**src/hdl/pcf_pkg.sv**
```systemverilog
package pcf_pkg;

   localparam int FRAME_BYTES         = 7;
   localparam int QUEUE_DEPTH_DEFAULT = 2;
   localparam int BYTE_IDX_W          = $clog2(FRAME_BYTES);

   localparam int ANGLE_W   = 17;
   localparam int PAN_OFF_W = 17;
   localparam int TILT_OFF_W = 15;
   localparam int READING_W = 18;
   localparam int CSR_IDX_W = 1;
   localparam int CSR_DATA_W = 17;

   localparam int REQ_TDATA_W = 40;
   localparam int RSP_TDATA_W = 32;

   localparam logic [CSR_IDX_W-1:0] CSR_PAN_OFFSET  = 1'b0;
   localparam logic [CSR_IDX_W-1:0] CSR_TILT_OFFSET = 1'b1;

   localparam logic [7:0] SYNC_BYTE      = 8'hFF;
   localparam logic [7:0] CMD_SET_PAN    = 8'h4B;
   localparam logic [7:0] CMD_SET_TILT   = 8'h4D;
   localparam logic [7:0] CMD_QUERY_PAN  = 8'h51;
   localparam logic [7:0] CMD_QUERY_TILT = 8'h53;
   localparam logic [7:0] CMD_PRESET_SET = 8'h03;
   localparam logic [7:0] CMD_PRESET_CLR = 8'h05;
   localparam logic [7:0] CMD_PRESET_GO  = 8'h07;

   // Angles in hundredths of a degree
   localparam int PAN_FULL_TURN = 36000;
   localparam int TILT_ZERO     = 9000;

   localparam int REPLY_HIGH_IDX = 4;
   localparam int REPLY_LOW_IDX  = 5;

   typedef enum logic [2:0] {
      OP_SET_PAN    = 3'd0,
      OP_SET_TILT   = 3'd1,
      OP_QUERY_PAN  = 3'd2,
      OP_QUERY_TILT = 3'd3,
      OP_PRESET_GO  = 3'd4,
      OP_PRESET_SET = 3'd5,
      OP_PRESET_CLR = 3'd6,
      OP_REPLY      = 3'd7
   } op_type;

   typedef enum logic [1:0] {
      KIND_BYTE = 2'd0,
      KIND_PAN  = 2'd1,
      KIND_TILT = 2'd2
   } kind_type;

   typedef enum logic [1:0] {
      PEND_NONE = 2'd0,
      PEND_PAN  = 2'd1,
      PEND_TILT = 2'd2
   } pending_type;

   typedef struct packed {
      logic                        is_frame;
      kind_type                    kind;
      logic [7:0]                  cmd;
      logic [7:0]                  data_hi;
      logic [7:0]                  data_lo;
      logic [7:0]                  checksum;
      logic signed [READING_W-1:0] reading;
   } job_type;

   typedef struct packed {
      logic full;
      logic empty;
   } q_status_type;

endpackage

```
**src/hdl/pcf_front.sv**
```systemverilog
module pcf_front
   import pcf_pkg::*;
(
   input  logic                  clock,
   input  logic                  reset,
   input  logic                  csr_we,
   input  logic [CSR_IDX_W-1:0]  csr_index,
   input  logic [CSR_DATA_W-1:0] csr_wdata,
   input  logic                  accept,
   input  op_type                operation,
   input  logic [ANGLE_W-1:0]    angle_centi,
   input  logic [7:0]            preset_number,
   input  logic [7:0]            reply_byte,
   output logic                  push,
   output job_type               push_job
);

   logic [PAN_OFF_W-1:0]  pan_off_ff, pan_off_in;
   logic [TILT_OFF_W-1:0] tilt_off_ff, tilt_off_in;
   pending_type           pending_ff, pending_in;
   logic [2:0]            count_ff, count_in;
   logic [7:0]            high_ff, high_in;
   logic [7:0]            low_ff, low_in;

   logic signed [18:0]          pan_sum, pan_wrap, tilt_val;
   logic signed [17:0]          tilt_sum, raw_ext, raw_less_tilt;
   logic signed [READING_W-1:0] pan_reading, tilt_reading;
   logic [15:0]                 pan_u, tilt_u;
   logic                        reply_done;
   logic [7:0]                  cmd, d_hi, d_lo;

   function automatic logic [15:0] clamp16(input logic signed [18:0] v);
      logic [15:0] r;
      if (v < 0) begin
         r = 16'h0000;
      end else if (v > 19'sd65535) begin
         r = 16'hFFFF;
      end else begin
         r = v[15:0];
      end
      return r;
   endfunction

   // Set pan: add offset, wrap once into one turn, clamp
   always_comb begin
      pan_sum = $signed({{2{angle_centi[ANGLE_W-1]}}, angle_centi})
              + $signed({{2{pan_off_ff[PAN_OFF_W-1]}}, pan_off_ff});
      if (pan_sum < 0) begin
         pan_wrap = pan_sum + 19'(PAN_FULL_TURN);
      end else if (pan_sum >= 19'(PAN_FULL_TURN)) begin
         pan_wrap = pan_sum - 19'(PAN_FULL_TURN);
      end else begin
         pan_wrap = pan_sum;
      end
      pan_u = clamp16(pan_wrap);
   end

   // Set tilt: zero at horizon, mirrored
   always_comb begin
      tilt_sum = $signed({angle_centi[ANGLE_W-1], angle_centi})
               + $signed({{3{tilt_off_ff[TILT_OFF_W-1]}}, tilt_off_ff});
      tilt_val = 19'(TILT_ZERO) - $signed({tilt_sum[17], tilt_sum});
      tilt_u   = clamp16(tilt_val);
   end

   // Reading decode from the stored reply bytes
   always_comb begin
      raw_ext       = $signed({2'b00, high_ff, low_ff});
      pan_reading   = raw_ext - $signed({pan_off_ff[PAN_OFF_W-1], pan_off_ff});
      raw_less_tilt = raw_ext - $signed({{3{tilt_off_ff[TILT_OFF_W-1]}}, tilt_off_ff});
      tilt_reading  = 18'(TILT_ZERO) - raw_less_tilt;
   end

   always_comb begin
      cmd  = CMD_PRESET_CLR;
      d_hi = 8'h00;
      d_lo = preset_number;
      unique case (operation)
         OP_SET_PAN: begin
            cmd  = CMD_SET_PAN;
            d_hi = pan_u[15:8];
            d_lo = pan_u[7:0];
         end
         OP_SET_TILT: begin
            cmd  = CMD_SET_TILT;
            d_hi = tilt_u[15:8];
            d_lo = tilt_u[7:0];
         end
         OP_QUERY_PAN: begin
            cmd  = CMD_QUERY_PAN;
            d_lo = 8'h00;
         end
         OP_QUERY_TILT: begin
            cmd  = CMD_QUERY_TILT;
            d_lo = 8'h00;
         end
         OP_PRESET_GO:  cmd = CMD_PRESET_GO;
         OP_PRESET_SET: cmd = CMD_PRESET_SET;
         OP_PRESET_CLR: cmd = CMD_PRESET_CLR;
         OP_REPLY:      cmd = CMD_PRESET_CLR;
         default:       cmd = CMD_PRESET_CLR;
      endcase
   end

   assign reply_done = (operation == OP_REPLY) && (pending_ff != PEND_NONE)
                       && (count_ff == 3'(FRAME_BYTES - 1));

   always_comb begin
      push_job.is_frame = (operation != OP_REPLY);
      push_job.kind     = KIND_BYTE;
      push_job.cmd      = cmd;
      push_job.data_hi  = d_hi;
      push_job.data_lo  = d_lo;
      push_job.checksum = cmd + d_hi + d_lo;
      push_job.reading  = '0;
      if (operation == OP_REPLY) begin
         if (pending_ff == PEND_PAN) begin
            push_job.kind    = KIND_PAN;
            push_job.reading = pan_reading;
         end else begin
            push_job.kind    = KIND_TILT;
            push_job.reading = tilt_reading;
         end
      end
   end

   assign push = accept && ((operation != OP_REPLY) || reply_done);

   // Reply tracking and configuration
   always_comb begin
      pan_off_in  = pan_off_ff;
      tilt_off_in = tilt_off_ff;
      pending_in  = pending_ff;
      count_in    = count_ff;
      high_in     = high_ff;
      low_in      = low_ff;
      if (csr_we) begin
         if (csr_index == CSR_PAN_OFFSET) begin
            pan_off_in = csr_wdata[PAN_OFF_W-1:0];
         end else begin
            tilt_off_in = csr_wdata[TILT_OFF_W-1:0];
         end
      end
      if (accept) begin
         if (operation == OP_REPLY) begin
            if (pending_ff != PEND_NONE) begin
               if (count_ff == 3'(REPLY_HIGH_IDX)) begin
                  high_in = reply_byte;
               end
               if (count_ff == 3'(REPLY_LOW_IDX)) begin
                  low_in = reply_byte;
               end
               if (reply_done) begin
                  pending_in = PEND_NONE;
                  count_in   = '0;
               end else begin
                  count_in = count_ff + 3'd1;
               end
            end
         end else begin
            count_in = '0;
            if (operation == OP_QUERY_PAN) begin
               pending_in = PEND_PAN;
            end else if (operation == OP_QUERY_TILT) begin
               pending_in = PEND_TILT;
            end else begin
               pending_in = PEND_NONE;
            end
         end
      end
   end

   always_ff @(posedge clock) begin
      if (reset) begin
         pan_off_ff  <= '0;
         tilt_off_ff <= '0;
         pending_ff  <= PEND_NONE;
         count_ff    <= '0;
         high_ff     <= '0;
         low_ff      <= '0;
      end else begin
         pan_off_ff  <= pan_off_in;
         tilt_off_ff <= tilt_off_in;
         pending_ff  <= pending_in;
         count_ff    <= count_in;
         high_ff     <= high_in;
         low_ff      <= low_in;
      end
   end

`ifndef SYNTHESIS
   a_count_needs_query: assert property (@(posedge clock) disable iff (reset)
      (count_ff != 3'd0) |-> (pending_ff != PEND_NONE))
      else $error("reply count running with no query pending");

   a_count_range: assert property (@(posedge clock) disable iff (reset)
      count_ff < 3'(FRAME_BYTES))
      else $error("reply count past frame length");
`endif

endmodule

```
**src/hdl/pcf_queue.sv**
```systemverilog
module pcf_queue
   import pcf_pkg::*;
#(
   parameter int QUEUE_DEPTH = QUEUE_DEPTH_DEFAULT
)
(
   input  logic         clock,
   input  logic         reset,
   input  logic         push,
   input  job_type      push_job,
   input  logic         pop,
   output job_type      head_job,
   output q_status_type status
);

   localparam int PTR_W = (QUEUE_DEPTH > 1) ? $clog2(QUEUE_DEPTH) : 1;
   localparam int CNT_W = $clog2(QUEUE_DEPTH + 1);

   job_type          slot_ff [QUEUE_DEPTH];
   logic [PTR_W-1:0] wr_ff, wr_in, rd_ff, rd_in;
   logic [CNT_W-1:0] cnt_ff, cnt_in;
   logic             do_push, do_pop;

   function automatic logic [PTR_W-1:0] advance(input logic [PTR_W-1:0] p);
      logic [PTR_W-1:0] r;
      if (p == PTR_W'(QUEUE_DEPTH - 1)) begin
         r = '0;
      end else begin
         r = p + PTR_W'(1);
      end
      return r;
   endfunction

   assign status.full  = (cnt_ff == CNT_W'(QUEUE_DEPTH));
   assign status.empty = (cnt_ff == '0);
   assign do_push      = push && !status.full;
   assign do_pop       = pop && !status.empty;
   assign head_job     = slot_ff[rd_ff];

   always_comb begin
      wr_in  = do_push ? advance(wr_ff) : wr_ff;
      rd_in  = do_pop ? advance(rd_ff) : rd_ff;
      cnt_in = cnt_ff;
      if (do_push && !do_pop) begin
         cnt_in = cnt_ff + CNT_W'(1);
      end else if (do_pop && !do_push) begin
         cnt_in = cnt_ff - CNT_W'(1);
      end
   end

   always_ff @(posedge clock) begin
      if (reset) begin
         wr_ff  <= '0;
         rd_ff  <= '0;
         cnt_ff <= '0;
      end else begin
         wr_ff  <= wr_in;
         rd_ff  <= rd_in;
         cnt_ff <= cnt_in;
      end
   end

   always_ff @(posedge clock) begin
      if (do_push) begin
         slot_ff[wr_ff] <= push_job;
      end
   end

`ifndef SYNTHESIS
   a_no_overflow: assert property (@(posedge clock) disable iff (reset)
      push |-> !status.full)
      else $error("job pushed into a full queue");
`endif

endmodule

```
**src/hdl/pcf_back.sv**
```systemverilog
module pcf_back
   import pcf_pkg::*;
(
   input  logic                  clock,
   input  logic                  reset,
   input  job_type               head_job,
   input  q_status_type          status,
   output logic                  pop,
   output logic                  rsp_tvalid,
   input  logic                  rsp_tready,
   output logic [RSP_TDATA_W-1:0] rsp_tdata,
   output logic [1:0]            rsp_tuser,
   output logic                  rsp_tlast
);

   logic                        valid_ff, valid_in;
   kind_type                    kind_ff, kind_in;
   logic [7:0]                  byte_ff, byte_in;
   logic                        last_ff, last_in;
   logic signed [READING_W-1:0] reading_ff, reading_in;
   logic [BYTE_IDX_W-1:0]       idx_ff, idx_in;
   logic                        load, at_last;
   logic [7:0]                  frame_byte;

   assign load    = !valid_ff || rsp_tready;
   assign at_last = (idx_ff == BYTE_IDX_W'(FRAME_BYTES - 1));

   always_comb begin
      unique case (idx_ff)
         3'd0:    frame_byte = SYNC_BYTE;
         3'd3:    frame_byte = head_job.cmd;
         3'd4:    frame_byte = head_job.data_hi;
         3'd5:    frame_byte = head_job.data_lo;
         3'd6:    frame_byte = head_job.checksum;
         default: frame_byte = 8'h00;
      endcase
   end

   always_comb begin
      valid_in   = valid_ff;
      kind_in    = kind_ff;
      byte_in    = byte_ff;
      last_in    = last_ff;
      reading_in = reading_ff;
      idx_in     = idx_ff;
      pop        = 1'b0;
      if (load) begin
         valid_in = !status.empty;
         if (!status.empty) begin
            if (head_job.is_frame) begin
               kind_in    = KIND_BYTE;
               byte_in    = frame_byte;
               last_in    = at_last;
               reading_in = '0;
               pop        = at_last;
               idx_in     = at_last ? '0 : idx_ff + BYTE_IDX_W'(1);
            end else begin
               kind_in    = head_job.kind;
               byte_in    = 8'h00;
               last_in    = 1'b0;
               reading_in = head_job.reading;
               pop        = 1'b1;
            end
         end
      end
   end

   always_ff @(posedge clock) begin
      if (reset) begin
         valid_ff <= 1'b0;
         idx_ff   <= '0;
      end else begin
         valid_ff <= valid_in;
         idx_ff   <= idx_in;
      end
   end

   always_ff @(posedge clock) begin
      kind_ff    <= kind_in;
      byte_ff    <= byte_in;
      last_ff    <= last_in;
      reading_ff <= reading_in;
   end

   assign rsp_tvalid = valid_ff;
   assign rsp_tuser  = kind_ff;
   assign rsp_tlast  = last_ff;
   assign rsp_tdata  = {6'b000000, reading_ff, byte_ff};

`ifndef SYNTHESIS
   a_mid_frame: assert property (@(posedge clock) disable iff (reset)
      (idx_ff != '0) |-> (valid_ff && !last_ff && kind_ff == KIND_BYTE))
      else $error("frame counter running without a frame byte on the output");

   a_pop_only_on_load: assert property (@(posedge clock) disable iff (reset)
      pop |-> (load && !status.empty))
      else $error("job released without a word being loaded");
`endif

endmodule

```
**src/hdl/ptz_pelco_command_framer_top.sv**
```systemverilog
// PTZ command framer. Each command word on req_ (set pan, set tilt, query
// pan, query tilt, preset call, set or clear) yields one seven-byte frame
// on rsp_: sync 0xFF, two zero bytes, command, two data bytes and the
// checksum of bytes four to six, one byte per word and tlast on the
// seventh. Pan angles take the pan offset and are wrapped once into one
// turn; tilt is sent as 9000 minus (angle plus tilt offset); both are
// clamped to 16 bits. After a query the next seven reply-byte words are
// counted and one reading word (tuser 1 pan, 2 tilt) follows the seventh;
// reply bytes with no query pending are dropped. The serialiser's byte
// counter walks the frame, sending one byte per cycle while rsp_tready
// is high. The front takes a new word every cycle while the job queue of
// QUEUE_DEPTH entries between front and serialiser has room, so it keeps
// accepting while a frame is still going out. Write the offsets on csr_
// only while no frame is in flight.
module ptz_pelco_command_framer_top
   import pcf_pkg::*;
#(
   parameter int QUEUE_DEPTH = QUEUE_DEPTH_DEFAULT
)
(
   input  logic                   clock,
   input  logic                   reset,
   // configuration: index 0 pan offset, 1 tilt offset
   input  logic                   csr_we,
   input  logic [CSR_IDX_W-1:0]   csr_index,
   input  logic [CSR_DATA_W-1:0]  csr_wdata,
   input  logic                   req_tvalid,
   output logic                   req_tready,
   // tdata: angle_centi[16:0], preset_number[24:17], reply_byte[32:25], zero pad
   input  logic [REQ_TDATA_W-1:0] req_tdata,
   // tuser: operation[2:0]
   input  logic [2:0]             req_tuser,
   output logic                   rsp_tvalid,
   input  logic                   rsp_tready,
   // tdata: send_byte[7:0], reading_centi[25:8], zero pad
   output logic [RSP_TDATA_W-1:0] rsp_tdata,
   // tuser: result_kind[1:0]
   output logic [1:0]             rsp_tuser,
   // tlast: frame_end
   output logic                   rsp_tlast
);

   logic         accept;
   logic         push, pop;
   job_type      push_job, head_job;
   q_status_type status;
   op_type       operation;

   // Hold off the source only when the job queue is full
   assign req_tready = !status.full;
   assign accept     = req_tvalid && req_tready;
   assign operation  = op_type'(req_tuser);

   pcf_front u_front (
      .clock         (clock),
      .reset         (reset),
      .csr_we        (csr_we),
      .csr_index     (csr_index),
      .csr_wdata     (csr_wdata),
      .accept        (accept),
      .operation     (operation),
      .angle_centi   (req_tdata[16:0]),
      .preset_number (req_tdata[24:17]),
      .reply_byte    (req_tdata[32:25]),
      .push          (push),
      .push_job      (push_job)
   );

   pcf_queue #(
      .QUEUE_DEPTH (QUEUE_DEPTH)
   ) u_queue (
      .clock    (clock),
      .reset    (reset),
      .push     (push),
      .push_job (push_job),
      .pop      (pop),
      .head_job (head_job),
      .status   (status)
   );

   pcf_back u_back (
      .clock      (clock),
      .reset      (reset),
      .head_job   (head_job),
      .status     (status),
      .pop        (pop),
      .rsp_tvalid (rsp_tvalid),
      .rsp_tready (rsp_tready),
      .rsp_tdata  (rsp_tdata),
      .rsp_tuser  (rsp_tuser),
      .rsp_tlast  (rsp_tlast)
   );

endmodule

```
**config.mk**
```make
export PLATFORM = sky130hd
export DESIGN_NAME = ptz_pelco_command_framer_top
export DESIGN_NICKNAME = d
export VERILOG_FILES = /design/src/hdl/pcf_pkg.sv /design/src/hdl/pcf_front.sv /design/src/hdl/pcf_queue.sv /design/src/hdl/pcf_back.sv /design/src/hdl/ptz_pelco_command_framer_top.sv
export SDC_FILE = /design/constraint.sdc
export NUM_CORES = 1
export LEC_CHECK = 0
export BUFFER_PORTS_ARGS = -buffer_cell sky130_fd_sc_hd__buf_2
export CELL_PAD_IN_SITES_DETAIL_PLACEMENT = 0
export CELL_PAD_IN_SITES_GLOBAL_PLACEMENT = 1
export CORE_MARGIN = 5
export CORE_UTILIZATION = 37
export DETAILED_ROUTE_END_ITERATION = 7
export GPL_TIMING_DRIVEN = 0
export PLACE_DENSITY_LB_ADDON = 0.15
export SLEW_MARGIN = 10
export SYNTH_ARGS = -nofsm -noshare
export SYNTH_HDL_FRONTEND = slang
export SYNTH_SLANG_ARGS = --single-unit
```
**constraint.sdc**
```tcl
create_clock -name clock -period 15.19 [get_ports clock]
set_clock_uncertainty 0.15 [all_clocks]
set_input_delay 2.2785 -clock clock [delete_from_list [all_inputs] [get_ports clock]]
set_output_delay 2.2785 -clock clock [all_outputs]
set_load 0.01 [all_outputs]
```
==> results of run 1 <==
registers in the layout (all words and copies together), names as in the netlist, 2 cells and up, named ones only:
name and flops:
u_back.reading_ff 18, u_back.rsp_tuser 2, u_back.idx_ff 3, u_front.count_ff 3
u_front.high_ff 8, u_queue.slot_ff 100, u_queue.cnt_ff 2, u_front.pending_ff 2
u_front.pan_off_ff 17, u_front.tilt_off_ff 15, u_front.low_ff 8, u_back.byte_ff 8
cell usage after synthesis, types with 10 or more instances:
library cell / n / area share
sky130_fd_sc_hd__nand2_1: 139 / 0.040
sky130_fd_sc_hd__inv_1: 138 / 0.040
sky130_fd_sc_hd__edfxtp_1: 129 / 0.30
sky130_fd_sc_hd__nor2_1: 127 / 0.037
sky130_fd_sc_hd__ha_1: 115 / 0.11
sky130_fd_sc_hd__a21oi_1: 113 / 0.044
sky130_fd_sc_hd__dfxtp_1: 62 / 0.096
sky130_fd_sc_hd__mux2i_1: 51 / 0.039
sky130_fd_sc_hd__o21ai_0: 48 / 0.019
sky130_fd_sc_hd__xnor2_1: 39 / 0.026
sky130_fd_sc_hd__clkbuf_1: 36 / 0.010
sky130_fd_sc_hd__nor3_1: 28 / 0.011
sky130_fd_sc_hd__nand3_1: 20 / 0.0077
sky130_fd_sc_hd__a21o_1: 19 / 0.011
sky130_fd_sc_hd__a211oi_1: 18 / 0.010
sky130_fd_sc_hd__and2_1: 18 / 0.0087
sky130_fd_sc_hd__o21a_1: 18 / 0.010
sky130_fd_sc_hd__xor2_1: 18 / 0.012
sky130_fd_sc_hd__or3_1: 17 / 0.0082
sky130_fd_sc_hd__o31ai_1: 15 / 0.0087
sky130_fd_sc_hd__a221oi_1: 13 / 0.0088
sky130_fd_sc_hd__nand2b_1: 11 / 0.0053
sky130_fd_sc_hd__o21bai_1: 11 / 0.0064
sky130_fd_sc_hd__o22ai_1: 11 / 0.0053
sky130_fd_sc_hd__fa_1: 10 / 0.015
sky130_fd_sc_hd__nor2b_1: 10 / 0.0048
per-layer routing:
layer,GRT usage,up-vias
li1,-,5199
met1,0.279,4784
met2,0.290,208
met3,0.0239,21
met4,0.0357,0
met5,0,-
through the flow:
step                instance area [sq um]   util  hold WS, ns
finish                              14700  0.424        0.312
global route                        14700  0.424        0.354
CTS                                 14700  0.424        0.312
detailed placement                  14000  0.406        0.301
global placement                    14000  0.404        0.295
floorplan                           13000      -        0.286
power by group:
group	internal, mW	total, mW	switching, mW
registers	0.683	0.711	0.0274
clock network	0.231	0.475	0.244
logic	0.214	0.576	0.362
total	1.13	1.76	0.634
cell type report:
class,count,area (sq um),share of cell area
multi-input combinational,1013,7080,0.483
sequential,191,5110,0.349
tap,455,569,0.0389
inverter,139,522,0.0356
timing repair buffer,89,475,0.0325
clock buffer,17,425,0.0290
buffer,56,254,0.0173
clock inverter,15,209,0.0143
logic make-up after synthesis:
logic type / count (synthesis)
flip-flops: 191
adder cells (fa/ha/maj): 125
multiplexers: 61
other: 1
buffers and inverters: 195
AND/OR/NAND/NOR: 404
AO/OA/AOI/OAI: 359
XOR/XNOR: 58
worst max path at each step:
stage,start,endpoint,slack [ns],cells past startpoint
after floorplan,req_tdata[1],u_queue.slot_ff[0][25]$_DFFE_PP_,6.88,29
after global placement,req_tdata[1],u_queue.slot_ff[0][25]$_DFFE_PP_,5.82,30
after detailed placement,req_tdata[1],u_queue.slot_ff[0][25]$_DFFE_PP_,5.78,30
after CTS,req_tdata[1],u_queue.slot_ff[1][25]$_DFFE_PP_,6.23,30
after global routing,req_tdata[1],u_queue.slot_ff[1][25]$_DFFE_PP_,5.52,30
final,req_tdata[1],u_queue.slot_ff[0][25]$_DFFE_PP_,6.24,30
worst max-delay path: cells and delay by family:
kind	cells	cell delay (ns)
AO/OA/AOI/OAI	13	3.00
adder cells (fa/ha/maj)	6	1.89
AND/OR/NAND/NOR	4	0.80
XOR/XNOR	2	0.67
buffers and inverters	5	0.33
==> metrics.cfg, run 1 <==
[sta]
rsz_0062_raised_after_global_routing=false
fin_tns_setup_ns=0
final.period_utilization=0.589
finalWorstSetupSlack_ns=6.24
timing_max_transition_violations_final=0
number_of_endpoints_with_negative_hold_slack_in_the_final_report=0
tightest_slew_ns=1.03
relSlewSlack=0.307
period_minus_slack_ns=8.95
timing.fmax_mhz=112
final-setup-viol-count=0

[logic_synthesis]
synth-seq-cells=191
synth_flop_cell=sky130_fd_sc_hd__edfxtp_1
synth_compound_gate_area_share=0.189
synthXorXnorAreaFrac=0.0398
synth_fa_ha_area_frac=0.127
synthMuxAreaShare=0.0482
synthSimpleGateAreaFrac=0.141
post_synth_num_cell_types=82
synthesis.area_per_instance_sq_um=9.28
synth_edf_count=129
yosysWarningCount=0
synth_async_sr_flop_share=0
mappedNetlistArea_sq_mm=0.0129
synth_top_family_by_area=compound AO/OA/AOI/OAI gates
mapped_cells=1394
synth_seq_area_share=0.395

[cts]
clock_sink_count=191
cts_hold_buffers=0
insertion_delay_ns=0.44
clockRootBuffer=sky130_fd_sc_hd__clkbuf_16
post_cts_resize_count=0
clk_transition_reported_paths_ns=0.08
htree_levels=4
tritoncts=done
cts-root-to-sink-buffers=2
cts_made_buffers=17
cts.repair_timing.setup_buffer_count=0

[drt]
vias_per_cell=5.17
m1WireLength_um=18500
antenna_violating_nets_post_route=0
drt-pass1-iter-count=5
num_vias=10212
remaining_drc_errors=0
routed_length_on_met2_um=16000
post_drt_wl_per_cell_um=18.3
routed_wirelength_um=36100
drt-initial-drc-count=585
route.top_layer_used=met4
amount_of_wire_on_met3_after_detailed_routing_um=1250

[worst_setup_path]
reg2reg_setup_slack_ns=7.88
rr_worst_depth=29
criticalPathCategory=in2reg
cp.required_ns=15.22
cp_max_fo=10
slowest_stage=sky130_fd_sc_hd__a2111oi_0
worst-endpoint-arrival_ns=8.98
r2r_end=u_queue.slot_ff[0][25]$_DFFE_PP_
worstSetupStartpointType=input pin
cpMostUsedCell=sky130_fd_sc_hd__inv_1
setup.worst_path.end_class=flop
timing.critical_path.slowest_cell_delay_ns=0.59
crit-reg2reg-launch=u_front.tilt_off_ff[1]$_SDFFE_PP0P_

[run_status]
outcome=completed

[finish]
diodes=0
layout-drive-gt1-share=0.116
finalNonFillerCells=1975
fill_cells=3534
final_cell_mix=139 x sky130_fd_sc_hd__nand2_1, 138 x sky130_fd_sc_hd__inv_1, 129 x sky130_fd_sc_hd__edfxtp_1, 125 x sky130_fd_sc_hd__nor2_1, 115 x sky130_fd_sc_hd__ha_1
layout.cells.most_common=sky130_fd_sc_hd__nand2_1
design.final.nets=1698
layout-area-overhead-vs-synth_pct=13.2

[placed_design]
placedCellCount=1943
setup_ws_pre_cts_ns=5.78
finalWeightedCongestion=0.848
buffers_on_ports=87
place.detailed.hpwl_um=29200

[hold_path]
hold_end=u_front.tilt_off_ff[0]$_SDFFE_PP0P_
hold_path.class=reg2reg
hold_depth=2
hold_path_startpoint=u_front.tilt_off_ff[0]$_SDFFE_PP0P_

[pwr]
p_leak_nw=5.96
p_per_area_mw_per_mm2=120
total_power_mw=1.76
vdd_drop_max_mv=0.0940

[global_routing]
first_global_vias=9884
overall_fraction_of_global_route_tracks_in_use=0.186
antenna_violations_before_repair=0
grt_first_pass_wirelength_um=56400
grt_start_max_net_pins=33
grt.overflow.total=0

[floorplan]
top_level_ports=103
std_cell_rows=68
design.die.area_sq_mm=0.0388
fp.dieW_um=197
floorplan.initialDensity=0.375
coreArea_sq_mm=0.0345
chipHeight_um=197

[job]
maxCapViolations=0

No activity file was read; power rests on OpenSTA's default activity.
==> inputs of run 2 (changes only) <==
==> constraint.sdc (replaced) <==
create_clock -name clock -period 7.2 [get_ports clock]
set_clock_uncertainty 0.15 [all_clocks]
set_input_delay 1.08 -clock clock [delete_from_list [all_inputs] [get_ports clock]]
set_output_delay 1.08 -clock clock [all_outputs]
set_load 0.01 [all_outputs]
==> run 2 against run 1 <==
Compared with the run above: global-route usage barely moved; worst setup slack got worse by 6.0 ns; routed wire length increased by 1.1%; first-iteration DRC count rose by 18%; die area did not move; cell area grew 3.1%; combinational power grew 120%; final cell count rose by 0.76%; register-to-register slack worse by 7.3 ns; largest cell class unchanged.
==> metrics.cfg, run 2 (synthesis results as in run 1) <==
[global_routing]
antenna_violations_before_repair=0  ; unchanged
first_global_vias=9928  ; +0.45%
grt_first_pass_wirelength_um=56600  ; +0.32%
overall_fraction_of_global_route_tracks_in_use=0.187  ; +0.000331
grt.overflow.total=0  ; unchanged
grt_start_max_net_pins=33  ; unchanged

[pwr]
power.sequential.fraction=0.396  ; -0.007
p_per_area_mw_per_mm2=251  ; +110%
p_leak_nw=6.11  ; +2.5%
power.share.combinational=0.340  ; +0.013
vdd_drop_max_mv=0.199  ; +110%
pwr-share-clk=0.264  ; -0.006
switching_share=0.361  ; +0.00126
total_power_mw=3.79  ; +120%
p_int_mw=2.42  ; +110%
total_switching_power_mw=1.37  ; +120%

[sta]
final.period_utilization=0.967
hold-worst-slack_ns=0.312  ; +0.0000570 ns
final-setup-viol-count=0  ; unchanged
relSlewSlack=0.443  ; +0.136
finalWorstSetupSlack_ns=0.235  ; -6.00 ns
timing.fmax_mhz=144
timing_max_transition_violations_final=0  ; unchanged
tightest_slew_ns=0.828  ; -0.203 ns
period_minus_slack_ns=6.97
fin_tns_setup_ns=0  ; unchanged
number_of_endpoints_with_negative_hold_slack_in_the_final_report=0  ; unchanged

[finish]
multi_input_area_sq_mm=0.00741  ; +4.6%
diodes=0  ; unchanged
top_regs=u_queue.slot_ff: 100 flops, u_back.reading_ff: 18 flops, u_front.pan_off_ff: 17 flops
utilization=0.437  ; +0.0131
fill_cells=3504  ; -0.85%
final_cell_mix=138 x sky130_fd_sc_hd__nand2_1, 137 x sky130_fd_sc_hd__inv_1, 129 x sky130_fd_sc_hd__edfxtp_1, 123 x sky130_fd_sc_hd__nor2_1, 112 x sky130_fd_sc_hd__ha_1
final_cell_area_sq_mm=0.0151  ; +3.1%
finalNonFillerCells=1990  ; +0.76%
design.final.nets=1713  ; +0.88%
layout.cells.most_common=sky130_fd_sc_hd__nand2_1
top_register=u_queue.slot_ff
sequential_area_sq_mm=0.00511  ; unchanged
largest_reg_flops=100  ; unchanged
layout-drive-gt1-share=0.153  ; +0.0366
layout-area-overhead-vs-synth_pct=16.8

[cts]
htree_levels=4  ; unchanged
cts-root-to-sink-buffers=2  ; unchanged
cts_made_buffers=17  ; unchanged
tritoncts=done
clockRootBuffer=sky130_fd_sc_hd__clkbuf_16
cts_hold_buffers=0  ; unchanged
clock_sink_count=191  ; unchanged
clk_transition_reported_paths_ns=0.08  ; about the same
insertion_delay_ns=0.44  ; about the same

[placed_design]
finalWeightedCongestion=0.848  ; unchanged
setup_ws_pre_cts_ns=-1.01  ; -6.79 ns
placedCellCount=1943  ; unchanged
placedInstanceArea_sq_mm=0.0140  ; unchanged
buffers_on_ports=87  ; unchanged
place.detailed.hpwl_um=29200  ; unchanged

[drt]
post_drt_wl_per_cell_um=18.4  ; +0.33%
remaining_drc_errors=0  ; unchanged
m1WireLength_um=18700  ; +0.83%
drt-pass1-iter-count=5  ; unchanged
routed_wirelength_um=36500  ; +1.1%
antenna_violating_nets_post_route=0  ; unchanged
drt-initial-drc-count=690  ; +18%
route.top_layer_used=met4
num_vias=10341  ; +1.3%
vias_per_cell=5.20  ; +0.50%
amount_of_wire_on_met3_after_detailed_routing_um=1280  ; +2.1%
routed_length_on_met2_um=16200  ; +1.5%

[worst_setup_path]
reg2reg_setup_slack_ns=0.60  ; -7.28 ns
worst-endpoint-arrival_ns=7.00  ; -1.98 ns
setup.worst_path.end_class=flop
criticalPathCategory=in2reg
cp.depth=27  ; -10%
worstSetupStartpointType=input pin
crit-reg2reg-launch=u_front.pan_off_ff[0]$_SDFFE_PP0P_
slowest_stage=sky130_fd_sc_hd__fa_1
end_of_the_critical_path=u_queue.slot_ff[0][25]$_DFFE_PP_
timing.critical_path.slowest_cell_delay_ns=0.51  ; -0.08 ns
critical_path.top_delay_family=compound AO/OA/AOI/OAI gates
cp_max_fo=6  ; -4
rr_worst_depth=26  ; -10%
cp.required_ns=7.23  ; -7.99 ns
timing.critical_path.buf_inv=4  ; -1
critPathLaunch=req_tdata[0]
r2r_end=u_queue.slot_ff[0][25]$_DFFE_PP_

[floorplan]
coreArea_sq_mm=0.0345  ; unchanged
fp.dieW_um=197  ; unchanged
std_cell_rows=68  ; unchanged
design.die.area_sq_mm=0.0388  ; unchanged
chipHeight_um=197  ; unchanged
top_level_ports=103  ; unchanged
floorplan.initialDensity=0.375  ; unchanged

[job]
maxCapViolations=0  ; unchanged

[run_status]
outcome=completed

[hold_path]
hold_path.class=reg2reg
hold_path_startpoint=u_front.tilt_off_ff[0]$_SDFFE_PP0P_

run 2: changes by cell type in the layout (fill, tap and decap cells not counted), moves of 3 or more:
cell,previous run,this run
sky130_fd_sc_hd__o31ai_2,0,3
sky130_fd_sc_hd__a21oi_1,113,109
sky130_fd_sc_hd__ha_1,115,112
sky130_fd_sc_hd__clkbuf_1,36,33
sky130_fd_sc_hd__buf_4,7,24
sky130_fd_sc_hd__a21oi_2,0,3
sky130_fd_sc_hd__a211oi_1,18,15
sky130_fd_sc_hd__a211oi_4,0,3
sky130_fd_sc_hd__o31ai_1,15,11
sky130_fd_sc_hd__o21ai_0,48,45
sky130_fd_sc_hd__buf_2,95,92
sky130_fd_sc_hd__a2111oi_0,3,0
run 2: worst reg2reg max path: stages (launching register included):
cell,delay (ns)
sky130_fd_sc_hd__dfxtp_1,0.41
sky130_fd_sc_hd__ha_4,0.17
sky130_fd_sc_hd__inv_1,0.06
sky130_fd_sc_hd__fa_2,0.42
sky130_fd_sc_hd__and2b_2,0.29
sky130_fd_sc_hd__o221ai_4,0.19
sky130_fd_sc_hd__a211oi_4,0.34
sky130_fd_sc_hd__nand4_1,0.14
sky130_fd_sc_hd__a211o_2,0.45
sky130_fd_sc_hd__a21oi_2,0.22
sky130_fd_sc_hd__o21ai_1,0.11
sky130_fd_sc_hd__a31o_2,0.31
sky130_fd_sc_hd__buf_4,0.15
sky130_fd_sc_hd__o311ai_1,0.31
sky130_fd_sc_hd__nand2_1,0.18
sky130_fd_sc_hd__mux2i_1,0.29
sky130_fd_sc_hd__fa_1,0.51
sky130_fd_sc_hd__fa_2,0.37
sky130_fd_sc_hd__inv_1,0.07
sky130_fd_sc_hd__a21oi_2,0.05
sky130_fd_sc_hd__o21bai_2,0.18
sky130_fd_sc_hd__a21o_1,0.14
sky130_fd_sc_hd__a21o_1,0.19
sky130_fd_sc_hd__xnor2_4,0.11
sky130_fd_sc_hd__or2_2,0.28
sky130_fd_sc_hd__o211ai_1,0.10
sky130_fd_sc_hd__o221ai_2,0.14
run 2: layer usage:
metal,vias to the layer above,track usage
li1,5234,-
met1,4875,0.280
met2,213,0.291
met3,19,0.0239
met4,0,0.0357
met5,-,0
run 2: worst min-delay path by stage:
stage,to,cells past startpoint,slack [ns]
global placement,u_front.tilt_off_ff[0]$_SDFFE_PP0P_,2,0.30
finish,u_front.tilt_off_ff[0]$_SDFFE_PP0P_,2,0.31
global route,u_front.tilt_off_ff[0]$_SDFFE_PP0P_,2,0.35
detailed placement,u_front.tilt_off_ff[0]$_SDFFE_PP0P_,2,0.30
CTS,u_front.tilt_off_ff[0]$_SDFFE_PP0P_,2,0.31
floorplan,u_front.tilt_off_ff[0]$_SDFFE_PP0P_,2,0.29
run 2: final cells by class:
type                            instances  share of cell area
Tap cell                              455              0.0377
Inverter                              139              0.0345
Clock buffer                           17              0.0282
Sequential cell                       191               0.339
Multi-Input combinational cell       1013               0.491
Clock inverter                         15              0.0138
Timing Repair Buffer                  105              0.0396
Buffer                                 55              0.0171
run 2: power groups by stage:
stage / Combinational, mW / Sequential (mW) / Clock (mW)
floorplan: 0.796 / 1.57 / 0
global placement: 1.21 / 1.54 / 0
detailed placement: 1.23 / 1.53 / 0
CTS: 1.25 / 1.50 / 1.02
global route: 1.43 / 1.52 / 1.07
finish: 1.29 / 1.50 / 1.00
run 2: repair_timing:
| item | CTS | global route |
|---|---|---|
| gates resized for setup | 19 | 52 |
| setup buffers | 3 | 13 |
| pin swaps | 2 | 20 |
| endpoints found under the hold margin | 0 | 0 |
| setup endpoints to repair | 2 | 2 |
